==> src/rtl/signed_int_to_radix_digits_assert.svh <==
// Assertion macros shared by the radix digit converter RTL.
// Expects i_clk and i_rst_n in the scope of each use.
`ifndef SIGNED_INT_TO_RADIX_DIGITS_ASSERT_SVH
`define SIGNED_INT_TO_RADIX_DIGITS_ASSERT_SVH

// Same-cycle implication, checked outside reset.
`define SIRD_ASSERT_NOW(lbl, ante, cons) \
    lbl: assert property (@(posedge i_clk) disable iff (!i_rst_n) (ante) |-> (cons)) \
        else $error("sird: same-cycle check failed");

// Next-cycle implication, checked outside reset.
`define SIRD_ASSERT_NEXT(lbl, ante, cons) \
    lbl: assert property (@(posedge i_clk) disable iff (!i_rst_n) (ante) |=> (cons)) \
        else $error("sird: next-cycle check failed");

`endif

==> src/rtl/sird_pkg.sv <==
// Shared types and constants for the signed integer to radix digit converter.
// No dependencies.
package sird_pkg;

    localparam int DEF_MAX_RADIX = 16;
    localparam int MAX_DIGITS    = 32;
    localparam int STACK_AW      = $clog2(MAX_DIGITS);
    localparam int CNT_W         = STACK_AW + 1;
    localparam int DIV_STEPS     = 8;   // four quotient bits per cycle
    localparam int DIV_SW        = $clog2(DIV_STEPS);

    localparam logic [7:0] CHAR_PLUS  = 8'h2B;
    localparam logic [7:0] CHAR_MINUS = 8'h2D;

    // configuration register indexes
    localparam logic [1:0] CFG_RADIX     = 2'd0;
    localparam logic [1:0] CFG_DIGITS_LO = 2'd1;
    localparam logic [1:0] CFG_DIGITS_HI = 2'd2;

    typedef logic [15:0][7:0] t_codes;

    typedef struct packed {
        logic start;
        logic chk_step;
        logic div_step;
        logic emit_sign;
        logic emit_digit;
    } t_cmd;

    typedef struct packed {
        logic chk_done;
        logic base_bad;
        logic div_final;
        logic out_free;
        logic neg;
        logic cnt_one;
    } t_sts;

endpackage

==> src/rtl/signed_int_to_radix_digits.sv <==
// Signed 32-bit value to text in a configured radix, most significant first.
// An alphabet check over MAX_RADIX code slots, then a restoring division per digit
// (4 quotient bits a cycle), then one character per cycle while i_stall is low.
// Reset (synchronous, active low) clears configuration, control and output valid.
module signed_int_to_radix_digits #(
    parameter int MAX_RADIX = sird_pkg::DEF_MAX_RADIX
) (
    input  logic               i_clk,
    input  logic               i_rst_n,
    input  logic               i_cfg_we,
    input  logic [1:0]         i_cfg_index,
    input  logic [63:0]        i_cfg_data,
    input  logic               i_valid,
    output logic               o_stall,
    input  logic signed [31:0] i_value,
    output logic               o_valid,
    input  logic               i_stall,
    output logic [7:0]         o_char_code,
    output logic               o_last
);
    import sird_pkg::*;

    t_cmd cmd;
    t_sts sts;

    sird_ctrl u_ctrl (
        .i_clk   (i_clk),
        .i_rst_n (i_rst_n),
        .i_valid (i_valid),
        .o_stall (o_stall),
        .i_sts   (sts),
        .o_cmd   (cmd)
    );

    sird_dp #(
        .MAX_RADIX (MAX_RADIX)
    ) u_dp (
        .i_clk       (i_clk),
        .i_rst_n     (i_rst_n),
        .i_cfg_we    (i_cfg_we),
        .i_cfg_index (i_cfg_index),
        .i_cfg_data  (i_cfg_data),
        .i_value     (i_value),
        .i_cmd       (cmd),
        .o_sts       (sts),
        .o_valid     (o_valid),
        .i_stall     (i_stall),
        .o_char_code (o_char_code),
        .o_last      (o_last)
    );

endmodule

==> src/rtl/sird_dp.sv <==
// Datapath: configuration registers, alphabet check, 4-bit/cycle divider,
// digit stack and output register. Depends on sird_pkg and the assert header.
`include "signed_int_to_radix_digits_assert.svh"

module sird_dp #(
    parameter int MAX_RADIX = sird_pkg::DEF_MAX_RADIX
) (
    input  logic             i_clk,
    input  logic             i_rst_n,
    input  logic             i_cfg_we,
    input  logic [1:0]       i_cfg_index,
    input  logic [63:0]      i_cfg_data,
    input  logic [31:0]      i_value,
    input  sird_pkg::t_cmd   i_cmd,
    output sird_pkg::t_sts   o_sts,
    output logic             o_valid,
    input  logic             i_stall,
    output logic [7:0]       o_char_code,
    output logic             o_last
);
    import sird_pkg::*;

    logic [4:0]           r_radix;
    logic [63:0]          r_digits_lo;
    logic [63:0]          r_digits_hi;
    logic [31:0]          r_mag, n_mag;
    logic [3:0]           r_rem, n_rem;
    logic [DIV_SW-1:0]    r_step;
    logic [CNT_W-1:0]     r_cnt;
    logic                 r_neg;
    logic [3:0]           r_k;
    logic                 r_bad;
    logic [3:0]           r_stack [MAX_DIGITS];
    logic                 r_ovalid;
    logic [7:0]           r_ochar;
    logic                 r_olast;

    t_codes               codes;
    logic [4:0]           eff_radix;
    logic [7:0]           cur_code;
    logic                 dup;
    logic                 bad_now;
    logic [STACK_AW-1:0]  top_idx;
    logic                 div_last;
    logic                 out_free;

    assign codes     = {r_digits_hi, r_digits_lo};
    assign eff_radix = (r_radix > 5'(MAX_RADIX)) ? 5'(MAX_RADIX) : r_radix;

    // configuration
    always_ff @(posedge i_clk) begin
        if (!i_rst_n) begin
            r_radix     <= '0;
            r_digits_lo <= '0;
            r_digits_hi <= '0;
        end else if (i_cfg_we) begin
            unique case (i_cfg_index)
                CFG_RADIX:     r_radix     <= i_cfg_data[4:0];
                CFG_DIGITS_LO: r_digits_lo <= i_cfg_data;
                CFG_DIGITS_HI: r_digits_hi <= i_cfg_data;
                default:       ;
            endcase
        end
    end

    // alphabet check, one digit per cycle against every later digit
    assign cur_code = codes[r_k];
    always_comb begin
        dup = 1'b0;
        for (int j = 0; j < 16; j++) begin
            if ((4'(j) > r_k) && (5'(j) < eff_radix) && (codes[j] == cur_code))
                dup = 1'b1;
        end
        bad_now = (eff_radix < 5'd2) ||
                  (({1'b0, r_k} < eff_radix) &&
                   ((cur_code == 8'h00) || (cur_code == CHAR_PLUS) ||
                    (cur_code == CHAR_MINUS) || dup));
    end

    // four restoring division steps; quotient bits shift in from the bottom
    always_comb begin
        logic [4:0] t;
        n_rem = r_rem;
        n_mag = r_mag;
        t     = '0;
        for (int b = 0; b < 4; b++) begin
            t     = {n_rem, n_mag[31]};
            n_mag = {n_mag[30:0], 1'b0};
            if (t >= eff_radix) begin
                n_rem    = 4'(t - eff_radix);
                n_mag[0] = 1'b1;
            end else begin
                n_rem = t[3:0];
            end
        end
    end

    assign div_last = (r_step == DIV_SW'(DIV_STEPS - 1));
    assign top_idx  = r_cnt[STACK_AW-1:0] - STACK_AW'(1);

    always_ff @(posedge i_clk) begin
        if (!i_rst_n) begin
            r_mag  <= '0;
            r_neg  <= 1'b0;
            r_cnt  <= '0;
            r_rem  <= '0;
            r_step <= '0;
            r_k    <= '0;
            r_bad  <= 1'b0;
        end else begin
            if (i_cmd.start) begin
                r_neg  <= i_value[31];
                r_mag  <= i_value[31] ? (32'd0 - i_value) : i_value;
                r_cnt  <= '0;
                r_rem  <= '0;
                r_step <= '0;
                r_k    <= '0;
                r_bad  <= 1'b0;
            end
            if (i_cmd.chk_step) begin
                r_k   <= r_k + 4'd1;
                r_bad <= r_bad | bad_now;
            end
            if (i_cmd.div_step) begin
                r_mag  <= n_mag;
                r_step <= r_step + DIV_SW'(1);
                r_rem  <= div_last ? 4'd0 : n_rem;
                if (div_last && (r_cnt < CNT_W'(MAX_DIGITS)))
                    r_cnt <= r_cnt + CNT_W'(1);
            end
            if (i_cmd.emit_digit)
                r_cnt <= r_cnt - CNT_W'(1);
        end
    end

    always_ff @(posedge i_clk) begin
        if (i_cmd.div_step && div_last && (r_cnt < CNT_W'(MAX_DIGITS)))
            r_stack[r_cnt[STACK_AW-1:0]] <= n_rem;
    end

    // output register
    assign out_free = !r_ovalid || !i_stall;

    always_ff @(posedge i_clk) begin
        if (!i_rst_n) begin
            r_ovalid <= 1'b0;
        end else if (i_cmd.emit_sign || i_cmd.emit_digit) begin
            r_ovalid <= 1'b1;
        end else if (!i_stall) begin
            r_ovalid <= 1'b0;
        end
    end

    always_ff @(posedge i_clk) begin
        if (i_cmd.emit_sign) begin
            r_ochar <= CHAR_MINUS;
            r_olast <= 1'b0;
        end else if (i_cmd.emit_digit) begin
            r_ochar <= codes[r_stack[top_idx]];
            r_olast <= (r_cnt == CNT_W'(1));
        end
    end

    assign o_valid     = r_ovalid;
    assign o_char_code = r_ochar;
    assign o_last      = r_olast;

    assign o_sts.chk_done  = (r_k == 4'(MAX_RADIX - 1));
    assign o_sts.base_bad  = r_bad | bad_now;
    assign o_sts.div_final = div_last && (n_mag == 32'd0);
    assign o_sts.out_free  = out_free;
    assign o_sts.neg       = r_neg;
    assign o_sts.cnt_one   = (r_cnt == CNT_W'(1));

    `SIRD_ASSERT_NOW(a_cnt_bound, 1'b1, r_cnt <= CNT_W'(MAX_DIGITS))
    `SIRD_ASSERT_NOW(a_pop_nonempty, i_cmd.emit_digit, r_cnt != '0)
    `SIRD_ASSERT_NOW(a_rem_below_radix, i_cmd.div_step, {1'b0, r_rem} < eff_radix)
    `SIRD_ASSERT_NEXT(a_final_marks_last, i_cmd.emit_digit && (r_cnt == CNT_W'(1)),
                      r_ovalid && r_olast)

endmodule

==> src/rtl/sird_ctrl.sv <==
// Controller state machine: check, divide, emit sign, emit digits.
// Depends on sird_pkg; drives the datapath through t_cmd.
module sird_ctrl (
    input  logic            i_clk,
    input  logic            i_rst_n,
    input  logic            i_valid,
    output logic            o_stall,
    input  sird_pkg::t_sts  i_sts,
    output sird_pkg::t_cmd  o_cmd
);
    import sird_pkg::*;

    localparam logic [2:0] ST_IDLE   = 3'd0;
    localparam logic [2:0] ST_CHECK  = 3'd1;
    localparam logic [2:0] ST_DIV    = 3'd2;
    localparam logic [2:0] ST_SIGN   = 3'd3;
    localparam logic [2:0] ST_DIGITS = 3'd4;

    logic [2:0] r_state, n_state;

    always_comb begin
        n_state = r_state;
        o_cmd   = '0;
        o_stall = 1'b1;
        unique case (r_state)
            ST_IDLE: begin
                o_stall = 1'b0;
                if (i_valid) begin
                    o_cmd.start = 1'b1;
                    n_state     = ST_CHECK;
                end
            end
            ST_CHECK: begin
                o_cmd.chk_step = 1'b1;
                if (i_sts.chk_done)
                    n_state = i_sts.base_bad ? ST_IDLE : ST_DIV;
            end
            ST_DIV: begin
                o_cmd.div_step = 1'b1;
                if (i_sts.div_final)
                    n_state = i_sts.neg ? ST_SIGN : ST_DIGITS;
            end
            ST_SIGN: begin
                if (i_sts.out_free) begin
                    o_cmd.emit_sign = 1'b1;
                    n_state         = ST_DIGITS;
                end
            end
            ST_DIGITS: begin
                if (i_sts.out_free) begin
                    o_cmd.emit_digit = 1'b1;
                    if (i_sts.cnt_one)
                        n_state = ST_IDLE;
                end
            end
            default: n_state = ST_IDLE;
        endcase
    end

    always_ff @(posedge i_clk) begin
        if (!i_rst_n) begin
            r_state <= ST_IDLE;
        end else begin
            r_state <= n_state;
        end
    end

endmodule
==> config.mk <==
export PLATFORM = sky130hd
export DESIGN_NAME = signed_int_to_radix_digits
export DESIGN_NICKNAME = d
export VERILOG_FILES = /design/src/rtl/sird_pkg.sv /design/src/rtl/signed_int_to_radix_digits.sv /design/src/rtl/sird_dp.sv /design/src/rtl/sird_ctrl.sv
export VERILOG_INCLUDE_DIRS = /design/src /design/src/rtl
export SDC_FILE = /design/constraint.sdc
export NUM_CORES = 1
export LEC_CHECK = 0
export BUFFER_PORTS_ARGS = -buffer_cell sky130_fd_sc_hd__buf_2
export CAP_MARGIN = 15
export CORE_MARGIN = 2
export CORE_UTILIZATION = 45
export CTS_CLUSTER_SIZE = 40
export DETAILED_ROUTE_END_ITERATION = 12
export PLACE_DENSITY = 0.64
export SETUP_SLACK_MARGIN = 0.2
export SYNTH_ARGS = -nofsm -noshare
export SYNTH_HDL_FRONTEND = slang
export SYNTH_SLANG_ARGS = --single-unit
==> constraint.sdc <==
create_clock -name i_clk -period 9.26 [get_ports i_clk]
set_input_delay 0.463 -clock i_clk [delete_from_list [all_inputs] [get_ports i_clk]]
set_output_delay 0.463 -clock i_clk [all_outputs]
set_load 0.03 [all_outputs]
=== Yosys cells after proc, flatten, opt, wreduce, memory -nomap -nowiden ===
Memory sizes are Yosys's and may differ from the RTL's.
Cells that the tools add are included.
Widths: inputs -> output; s select.

* Add/sub/neg operators: 10
* Magnitude comparators: 42
* Equal/unequal tests: 34
* Multiplexer cells: 65
* Bitwise logic cells: 1
* Reduce and logical (&&, ||, !) cells: 55

{| class="wikitable"
|+ Operators with widths
! operator !! count
|-
| $eq 8x8->1 || 16
|-
| $mux 32 || 3
|-
| $bmux 8 s4 || 2
|-
| $lt 4x5->1 const A || 8
|-
| $logic_and 1x1->1 || 37
|-
| $mux 1 || 34
|-
| $gt 4x4->1 const A || 8
|-
| $logic_not 32->1 || 1
|-
| $mux 4 || 8
|-
| $sub 1x32->32 const A || 1
|-
| $mux 3 || 9
|-
| $mux 6 || 4
|-
| $ge 5x5->1 || 4
|-
| $lt 3x5->1 const A || 4
|-
| $eq 8x6->1 const B || 2
|-
| $gt 3x4->1 const A || 4
|-
| $mux 8 || 2
|-
| $sub 4x4->4 || 4
|-
| $pmux 3 s5 || 1
|-
| $lt 1x5->1 const A || 2
|-
| $lt 2x5->1 const A || 2
|-
| $lt 4x5->1 const B || 2
|-
| $gt 1x4->1 const A || 2
|-
| $gt 2x4->1 const A || 2
|-
| 29 further kinds || 45
|}

* Register bits after elaboration: 197
* Memory bits (writable): 128
* Input port bits: 103
* Logic and storage cells: 222
* Memories: 1

{| class="wikitable"
|+ Memories
! name !! words !! bits a word !! rd ports !! clocked after Yosys merged registers in !! wr ports !! line !! source
|-
| u_dp.r_stack || 32 || 4 || 1 || 0 || 1 || sird_dp.sv:33 || <nowiki>logic [3:0] r_stack [MAX_DIGITS];</nowiki>
|}

=== Logic depth before layout (Yosys ltp) ===
Gate-level depths: netlist of the first run.

* Depth in word-level cells: 28
* Mapped depth: 39
* Gate-level depth less buffers: 37

=== Cells and area by module ===
Synthesis of the first run repeated with hierarchy kept, for this count alone.

* Cells, all modules: 2150
* Area, all modules: 19971.7 um2

{| class="wikitable"
|+ By module, submodules not included
! module !! instances !! cells an instance !! area each (um2) !! seq. area each (um2)
|-
| sird_dp || 1 || 2114 || 19708.9 || 7727.4
|-
| sird_ctrl || 1 || 36 || 262.8 || 60.1
|}

=== Least setup slack after synthesis of the first run ===
No wires, ideal clock.

* Kind: register to register
* From: reg u_dp.r_radix[4]
* To: mem u_dp.r_stack[0][1] (data pin)
* Arrival time: 7.257 ns
* Setup slack: 1.611 ns
* Stages on the path, launching flop included: 36
* Clock period less this slack: 7.649 ns
* Cells stage by stage: dfxtp_1 -> clkbuf_1 -> clkinv_1 -> nand2_1 -> ha_1 -> nor2b_1 -> o21ai_0 -> a31oi_1 -> o21a_1 -> or2_1 -> clkbuf_1 -> mux2_2 -> ha_1 -> o21ai_0 -> a31oi_1 -> o21ai_0 -> nand2_1 -> mux2_2 -> inv_1 -> ha_1 -> nor2b_1 -> o21ai_0 -> nand2b_1 -> o21a_1 -> o21ai_0 -> nand2b_1 -> clkbuf_1 -> mux2_2 -> inv_1 -> ha_1 -> o21ai_0 -> nand2b_1 -> a21o_1 -> a21o_1 -> a21o_1 -> mux2i_1

* Longest elaborated chain between the ends: 10

{| class="wikitable"
|+ RTL lines
! item !! line !! source
|-
| start: declaration || sird_dp.sv:23 || <nowiki>logic [4:0] r_radix;</nowiki>
|-
| start signal: assignment || sird_dp.sv:58 || <nowiki>CFG_RADIX: r_radix <= i_cfg_data[4:0];</nowiki>
|-
| $gt 5x5->1 || sird_dp.sv:48 || <nowiki>assign eff_radix = (r_radix > 5'(MAX_RADIX)) ? 5'(MAX_RADIX) : r_radix;</nowiki>
|-
| $mux 5 (*) || sird_dp.sv:48 ||
|-
| $sub 4x4->4 or $ge 5x5->1 (tied branches) || sird_dp.sv:90, sird_dp.sv:89 ||
|-
| $mux 4 || sird_dp.sv:89 || <nowiki>if (t >= eff_radix) begin</nowiki>
|-
| $sub 4x4->4 or $ge 5x5->1 (tied branches) || sird_dp.sv:90, sird_dp.sv:89 ||
|-
| $mux 4 || sird_dp.sv:89 ||
|-
| $ge 5x5->1 or $sub 4x4->4 (tied branches) || sird_dp.sv:89, sird_dp.sv:90 ||
|-
| $mux 4 || sird_dp.sv:89 ||
|-
| $sub 4x4->4 or $ge 5x5->1 (tied branches) || sird_dp.sv:90, sird_dp.sv:89 ||
|-
| $mux 4 (*) || sird_dp.sv:89 ||
|-
| net u_dp.n_rem[1] || sird_dp.sv:27 || <nowiki>logic [3:0] r_rem, n_rem;</nowiki>
|-
| end: declaration || sird_dp.sv:33 ||
|}

The timed path passes the listed nets; every way through them passes the cells marked *.

=== Worst setup path after layout of the first run ===
* From: reg u_dp.r_radix[4]
* To: reg u_ctrl.r_state[0]

* Longest elaborated chain between the ends: 14

{| class="wikitable"
|+ RTL lines
! item !! line !! source
|-
| $gt 5x5->1 || sird_dp.sv:48 ||
|-
| $mux 5 (*) || sird_dp.sv:48 ||
|-
| $sub 4x4->4 or $ge 5x5->1 (tied branches) || sird_dp.sv:90, sird_dp.sv:89 ||
|-
| $mux 4 || sird_dp.sv:89 ||
|-
| $sub 4x4->4 or $ge 5x5->1 (tied branches) || sird_dp.sv:90, sird_dp.sv:89 ||
|-
| $mux 4 || sird_dp.sv:89 ||
|-
| $sub 4x4->4 or $ge 5x5->1 (tied branches) || sird_dp.sv:90, sird_dp.sv:89 ||
|-
| $mux 4 || sird_dp.sv:89 ||
|-
| $ge 5x5->1 || sird_dp.sv:89 ||
|-
| $mux 1 || sird_dp.sv:89 ||
|-
| $logic_not 32->1 (*) || sird_dp.sv:170 || <nowiki>assign o_sts.div_final = div_last && (n_mag == 32'd0);</nowiki>
|-
| $logic_and 1x1->1 (*) || sird_dp.sv:170 ||
|-
| $ne 2x2->1 (no source line) (*) || n/a ||
|-
| $reduce_and 6->1 (no source line) (*) || n/a ||
|-
| end signal: assignment || sird_ctrl.sv:64 || <nowiki>r_state <= n_state;</nowiki>
|-
| end: declaration || sird_ctrl.sv:19 || <nowiki>logic [2:0] r_state, n_state;</nowiki>
|}

Mark *: on every way between the ends. The rest lies on a longest branch, timed or not.
A chain may end at the register's enable or synchronous reset.

==> impl_metrics.toml, run 1 <==
[route]
wl_per_cell_um = 22.4
drt_pre_antenna_iters = 5
drc_errors = 0
first_iter_violations = 1365
drt-total-wl_mm = 56.0
via_per_inst = 5.96
via_count = 14864
ant_nets = 0

[clock_network]
cts_buffer_depth = 3
cts_tree = "yes"
htreeDepth = 2
cts_hold_buf = 0
clkLatencyLatePin_ns = 0.56
clockRootBuffer = "clkbuf_16"
numCtsBuffers = 35
cts_sinks = 325
clk_pin_slew_ns = 0.07

[die]
core_area_um2 = 40000
die_y_um = 206
ios = 114
fp.dieW_um = 206
die_area_um2 = 42400
start_util_pct = 45.9
rows = 73

[global_route]
grt_start_max_net_pins = 105
grt_overflow = 0
antenna_found_initial = 5
grt_first_pass_wirelength_mm = 84.8
grt_usage_pct = 26.4
first_global_vias = 14128

[finish]
nets = 2082
final_layout_size_suffix_gt1_share_pct = 15.2
final_cell_mix = "nand2_1, a21oi_1, dfxtp_1"
syn2layout_area_growth_pct = 11.0
final_common_cell = "nand2_1"

[synth]
synth_edf_count = 128
syn_inst = 1897
syn_nets = 2038
netlist.top_cell.by_area = "dfxtp_1"
synth_seq_cells = 325
synth_top_flop_cell = "dfxtp_1"
ys_warn_count = 0
synth_top_cell_area_share_pct = 21.5
yosysSeqAreaShare_pct = 42.4
syn_area_per_cell_um2 = 9.68
synthTopCellsByArea = "dfxtp_1, edfxtp_1, mux4_2"
yosysUniqueCellTypes = 82
async_reset_ff_share_pct = 0
syn-cell-area_um2 = 18400

[sta]
rsz0062_at_grt = "false"
setup_slack_ns = 0.950
final-setup-viol-count = 0
worstMarginPinSlew_ns = 1.23
finalCritPeriodShare_pct = 89.7
relSlewSlack_pct = 18.2
tns_ns = 0
timing.fmax_mhz = 120
finClkSkew_ns = 0.0188
hold_viol = 0
finalMaxSlewViolations = 0
period_needed_ns = 8.31

[place]
port_buffers = 113
dp_hpwl_mm = 40.3
place_congestion = 0.976
pre_cts_ws_ns = 0.803

[critical_path]
critical_path_arrival_ns = 8.68
start_kind = "flip-flop"
path_max_fanout = 12
end_kind = "flip-flop"
path_class = "flip-flop to flip-flop"
crit_top_cell = "o21ai_0"
cp_data_required_time_ns = 9.63
path_buf_inv = 4
cp_top_family = "compound AO/OA/AOI/OAI gates"
slowest_delay_ns = 0.61
cpMaxStageDelayCell = "dfxtp_1"

[pwr]
power_frac_clock_pct = 18.0
p_int_mw = 4.68
p_per_area_nw_per_um2 = 385
vdd_ir_drop_max_uv = 716
power.switching_mw = 3.15
p_comb_share_pct = 46.0
cellLeakagePower_nw = 7.02
pwr-share-seq_pct = 36.0
swShare_pct = 40.2

[flow_run]
max_cap_viol_count = 0

[hold_path]
hold_class = "primary input to flip-flop"

[status]
status = "completed"
[metal layers]
layer  GRT usage [%]  vias up  share of wire [%]
li1                -     6947                  -
met1            34.4     7202                 42
met2            43.4      556                 48
met3            3.82      153                5.7
met4            12.3        6                4.9
met5               0        -              0.066
[worst min-delay path: stages]
cell	delay (ns)
buf_2	0.10
nand2_1	0.05
a21oi_1	0.05
[power groups by stage]
stage / clock (mW) / sequential (mW) / combinational [mW]
final: 1.41 / 2.82 / 3.61
after global routing: 1.49 / 2.83 / 3.99
after CTS: 1.43 / 2.82 / 3.61
after detailed placement: 0 / 2.85 / 3.62
after global placement: 0 / 2.84 / 3.48
after floorplan: 0 / 3.01 / 2.78
[cell usage after synthesis (14+ instances only)]
master    number
nand2_1      351
inv_1         35
nand3_1       30
nor3_1        22
edfxtp_1     128
buf_2         14
nor2_1        98
a21oi_1      212
dfxtp_1      197
mux4_2        70
xor2_1        45
ha_1          34
nor4_1        20
mux2i_1       70
a211oi_1      19
a22oi_1       43
o21ai_0       40
clkbuf_1      90
nor2b_1       25
xnor2_1      110
[flip-flops by register name, summed over array words and instances, names as in the netlist]
signal and flops:
u_dp.o_char_code 8, u_dp.o_valid 1, u_dp.r_radix 5, u_dp.r_k 4, u_dp.r_step 3, u_ctrl.r_state 3, u_dp.r_mag 32, u_dp.r_digits_lo 64
u_dp.r_digits_hi 64, u_dp.r_rem 4, u_dp.r_neg 1, u_dp.o_last 1, u_dp.r_cnt 6, u_dp.r_stack 128, u_dp.r_bad 1
[kinds of logic after synthesis]
kind of cell             share of synthesized area, %
multiplexers                                     13.6
XOR/XNOR                                         7.48
flip-flops                                       42.4
buffers and inverters                            4.08
AO/OA/AOI/OAI                                    14.1
adder cells (fa/ha/maj)                          2.75
AND/OR/NAND/NOR                                  15.6
[layout make-up]
cell class,count,area (um2)
flip-flops and latches,325,7790
diodes,2,5.00
repair buffers,136,758
fillers,3702,19600
well taps,525,657
clock inverters,14,163
multi-input cells,1406,9870
clock buffers,50,982
inverters,37,148
[final timing paths]
path | slack [ns] | end | cells past startpoint | startpoint
worst max-delay path | 0.95 | u_ctrl.r_state[0] | 37 | u_dp.r_radix[4]
worst min-delay path | 0.15 | u_dp.r_digits_hi[37] | 3 | i_cfg_data[37]
worst max register to register | 0.95 | u_ctrl.r_state[0] | 37 | u_dp.r_radix[4]
worst min register to register | 0.47 | u_dp.r_step[1] | 2 | u_dp.r_step[1]
[per-stage QoR]
step	cell area, um2	utilization (%)	power [mW]	cells	hold slack (ns)
global placement	19200	48.0	6.32	2428	0.457
detailed placement	19200	48.0	6.46	2428	0.465
global route	20400	50.9	8.31	2495	0.158
floorplan	18400	-	5.79	1897	0.443
CTS	20300	50.8	7.86	2492	0.146
finish	20400	50.9	7.84	2495	0.154
[timing repair]
action                     in CTS  in global routing
setup buffers                   0                  0
resized for setup               0                  2
setup endpoints to repair       0                  3
Note: power is estimated with default switching activity, not from simulation.
==> run 2, diff against run 1 <==
clock period = 9.4 ns   (was 9.26 ns; I/O delays follow)
==> run 2 against run 1 <==
Via count up 0.17%. Largest power group unchanged. Sequential share of layout area up 0.073 points. Worst hold slack worse by 0.013 ns. Non-clock buffer count down 1. First-iteration DRC count up 4.1%. Setup slack better by 0.0066 ns. Combinational power down 2%. Die area unchanged. Power down 1.9%. Highest routed layer unchanged. Clock skew up 0.011 ns.
==> impl_metrics.toml, run 2 (same netlist as run 1, synthesis figures left out) <==
[critical_path]
cpMaxStageDelayCell = "dfxtp_1"
path_max_fanout = 12
cp_top_family = "compound AO/OA/AOI/OAI gates"
critical_path_arrival_ns = 8.84
r2r-start = "u_dp.r_radix[4]"
crit_top_cell = "o21ai_0"
start_kind = "flip-flop"
path_class = "flip-flop to flip-flop"
end_kind = "flip-flop"
path_buf_inv = 4
cp_data_required_time_ns = 9.80
slowest_delay_ns = 0.58
crit_start = "u_dp.r_radix[4]"

[global_route]
antenna_found_initial = 4
grt_first_pass_wirelength_mm = 85.4
first_global_vias = 14277
grt_start_max_net_pins = 105
grt_usage_pct = 26.6
grt_overflow = 0

[die]
start_util_pct = 45.9
ios = 114
die_y_um = 206
rows = 73
core_area_um2 = 40000
fp.dieW_um = 206
die_area_um2 = 42400

[clock_network]
clkLatencyLatePin_ns = 0.58
clockRootBuffer = "clkbuf_16"
cts_resized = 0
clk_pin_slew_ns = 0.06
post-cts-setup-buffers = 0
cts_hold_buf = 0
cts_buffer_depth = 3
cts_sinks = 325
cts_tree = "yes"
htreeDepth = 2
numCtsBuffers = 36

[place]
place_congestion = 0.971
dp_hpwl_mm = 40.1
port_buffers = 113

[finish]
final_common_cell = "nand2_1"
syn2layout_area_growth_pct = 10.8
final_cell_mix = "nand2_1, a21oi_1, dfxtp_1"
largest_reg_flops = 128
nets = 2082
fill_cells = 3692
final_layout_size_suffix_gt1_share_pct = 15.1

[sta]
final-setup-viol-count = 0
hold-worst-slack_ns = 0.141
timing.fmax_mhz = 118
hold_viol = 0
relSlewSlack_pct = 19.4
finalMaxSlewViolations = 0
finClkSkew_ns = 0.0298
rsz0062_at_grt = "false"
worstMarginPinSlew_ns = 1.21
tns_ns = 0
period_needed_ns = 8.44
finalCritPeriodShare_pct = 89.8

[route]
wl_per_cell_um = 22.4
ant_nets = 0
via_count = 14890
drt-total-wl_mm = 55.8
via_per_inst = 5.98
drc_errors = 0
drt_pre_antenna_iters = 6
first_iter_violations = 1421

[pwr]
p_total_mw = 7.69
p_per_area_nw_per_um2 = 378
vdd_ir_drop_max_uv = 721
cellLeakagePower_nw = 7.01

[hold_path]
hp-start = "i_cfg_data[56]"
hold_class = "primary input to flip-flop"

[status]
status = "completed"

[flow_run]
max_cap_viol_count = 0
## run 2: through the flow
stage	utilization (%)	setup slack (ns)	cells	area [um2]
2_1_floorplan	-	1.75	1897	18400
3_3_place_gp	48.0	1.18	2427	19200
3_5_place_dp	48.0	0.923	2428	19200
4_1_cts	50.8	0.943	2490	20300
5_1_grt	50.8	0.259	2491	20300
6_report	50.8	0.956	2492	20300
## run 2: where the power goes
part / leakage, nW / switching [mW] / internal, mW
Clock: 0.548 / 0.591 / 0.774
Combinational: 3.69 / 2.40 / 1.15
Sequential: 2.77 / 0.106 / 2.67
## run 2: routing by layer
metal	vias to the layer above	GRT usage [%]	part of all wire, %
li1	6955	-	-
met1	7268	34.1	41
met3	147	4.46	6.1
met4	4	11.3	4.5
met5	-	0	0.032
met2	516	44.4	48
## run 2: layout make-up
type | instances | area, um2 | area share (%)
Multi-Input combinational cell | 1406 | 9870 | 48.5
Sequential cell | 325 | 7790 | 38.3
Clock buffer | 43 | 937 | 4.61
Timing Repair Buffer | 135 | 751 | 3.69
Tap cell | 525 | 657 | 3.23
Clock inverter | 19 | 183 | 0.898
Inverter | 37 | 144 | 0.707
Antenna cell | 2 | 5.00 | 0.0246
## run 2: worst min-delay path: stages
cell     delay, ns
buf_2         0.11
nand2_1       0.05
a21oi_1       0.05
## run 2: final timing paths
check	end	slack, ns	cells past startpoint
hold / removal	u_dp.r_digits_lo[56]	0.14	3
hold reg to reg	u_dp.r_digits_lo[1]	0.48	2
setup reg to reg	u_ctrl.r_state[0]	0.96	37
setup / recovery	u_ctrl.r_state[0]	0.96	37
==> run 3, diff against run 2 <==
CORE_ASPECT_RATIO = 0.7   (was unset)
==> run 3 against run 2 <==
First-iteration DRC count up 30%. Sequential cell count is the same. Utilization up 0.24 points. Final cell count increased by 0.80%. Global-route usage rose by 0.99 points. Clock power is 3% higher. Maximum frequency about the same. Sequential share of layout area shrank 0.17 points. Die area hardly changed. Sequential power barely moved. Highest routed layer unchanged. Clock skew is 0.012 ns lower. Non-clock buffer count is 7 higher. Largest cell class unchanged.
==> impl_metrics.toml, run 3 (same netlist as run 1, synthesis figures left out) <==
[die]
start_util_pct = 45.9
die_area_um2 = 42500
die_y_um = 173
fp.dieW_um = 245
ios = 114
rows = 61
core_area_um2 = 40000

[global_route]
antenna_found_initial = 7
grt_usage_pct = 27.6
grt_first_pass_wirelength_mm = 88.9
grt_start_max_net_pins = 116
grt_overflow = 0
first_global_vias = 14074

[finish]
multi_input_comb_area_um2 = 9870
nets = 2088
final_common_cell = "nand2_1"
final_layout_size_suffix_gt1_share_pct = 15.6
largest_reg_flops = 128
final_cell_mix = "nand2_1, a21oi_1, dfxtp_1"
syn2layout_area_growth_pct = 11.3
fill_cells = 3635
seqCellArea_um2 = 7790

[hold_path]
hold_class = "primary input to flip-flop"

[critical_path]
cp_data_required_time_ns = 9.82
start_kind = "flip-flop"
path_max_fanout = 12
end_kind = "flip-flop"
path_class = "flip-flop to flip-flop"
cpMaxStageDelayCell = "dfxtp_1"
slowest_delay_ns = 0.62
critical_path_arrival_ns = 8.87
crit_top_cell = "o21ai_0"

[flow_run]
max_cap_viol_count = 0

[clock_network]
htreeDepth = 2
cts_buffer_depth = 3
cts_sinks = 325
post-cts-setup-buffers = 0
clockRootBuffer = "clkbuf_16"
clk_pin_slew_ns = 0.06
clkLatencyLatePin_ns = 0.55
numCtsBuffers = 35
cts_tree = "yes"

[pwr]
pwr-share-seq_pct = 35.4
vdd_ir_drop_max_uv = 565
swShare_pct = 41.1
p_int_mw = 4.63
p_comb_share_pct = 46.7
power_frac_clock_pct = 18.0
p_per_area_nw_per_um2 = 385
cellLeakagePower_nw = 7.05
power.switching_mw = 3.23

[route]
via_per_inst = 6.10
via_count = 15313
first_iter_violations = 1852
drt-total-wl_mm = 59.3
ant_nets = 0
drc_errors = 0
wl_per_cell_um = 23.6
drt_pre_antenna_iters = 5

[place]
pre_cts_ws_ns = 0.995
port_buffers = 113
dp_hpwl_mm = 42.8
place_congestion = 1.01

[sta]
hold_viol = 0
tns_ns = 0
worstMarginPinSlew_ns = 1.02
finalCritPeriodShare_pct = 89.9
finClkSkew_ns = 0.0179
rsz0062_at_grt = "false"
final-setup-viol-count = 0
timing.fmax_mhz = 118
period_needed_ns = 8.45
relSlewSlack_pct = 31.3
finalMaxSlewViolations = 0
setup_slack_ns = 0.951

[status]
status = "completed"
## run 3: cell types whose count changed in the layout (fill, tap and decap cells not counted), moves of 2 or more
cell and change:
buf_4 +6, clkinvlp_4 +2, diode_2 +2, clkinv_4 -2, clkbuf_8 +3, clkinv_1 -4, buf_2 +2
## run 3: area by class of cell
cell class                 instances  share of cell area, %
timing repair buffer             142                   3.81
antenna                            4                 0.0490
clock buffer                      47                   4.81
sequential                       325                   38.1
tap                              535                   3.28
multi-input combinational       1406                   48.3
inverter                          37                  0.723
clock inverter                    16                  0.876
## run 3: layer usage
layer,GRT usage [%],up-vias,wire length [um],share of wire (%)
li1,-,6987,-,-
met1,41.0,7488,26600,45
met2,37.9,727,24200,41
met3,9.73,105,7100,12
met4,6.74,6,1360,2.3
met5,0,-,37,0.062
## run 3: worst max-delay path: cells and delay by family (launching register included)
family / cells / cell delay, ns
AND/OR/NAND/NOR: 11 / 2.15
flip-flops: 1 / 0.62
buffers and inverters: 5 / 0.72
multiplexers: 2 / 0.76
adder cells (fa/ha/maj): 4 / 0.99
AO/OA/AOI/OAI: 16 / 3.11
## run 3: final timing paths
path	start	end	slack, ns	cells past startpoint
max reg2reg	u_dp.r_radix[4]	u_ctrl.r_state[1]	0.95	38
min reg2reg	u_dp.r_step[2]	u_dp.r_step[2]	0.48	2
max	u_dp.r_radix[4]	u_ctrl.r_state[1]	0.95	38
min	i_cfg_data[38]	u_dp.r_digits_hi[38]	0.17	3
## run 3: power groups by stage
| stage | clock network (mW) | logic (mW) | registers (mW) |
|---|---|---|---|
| floorplan | 0 | 2.75 | 2.97 |
| global placement | 0 | 3.52 | 2.80 |
| detailed placement | 0 | 3.64 | 2.81 |
| CTS | 1.43 | 3.67 | 2.78 |
| global route | 1.49 | 4.03 | 2.79 |
| finish | 1.41 | 3.67 | 2.78 |
## run 3: metrics by stage
stage / hold WS [ns] / instance area (um2) / std cells / total power, mW / utilization, %
4_1_cts: 0.150 / 20400 / 2506 / 7.88 / 51.0
3_3_place_gp: 0.459 / 19200 / 2443 / 6.33 / 48.1
3_5_place_dp: 0.469 / 19200 / 2443 / 6.45 / 48.1
6_report: 0.166 / 20400 / 2512 / 7.86 / 51.1
5_1_grt: 0.160 / 20400 / 2510 / 8.31 / 51.1
2_1_floorplan: 0.443 / 18400 / 1897 / 5.72 / -
## run 3: what timing repair did
item / in CTS / in global routing
endpoints found under the setup margin: 0 / 1
gates resized for setup: 0 / 1
hold buffers: 0 / 0
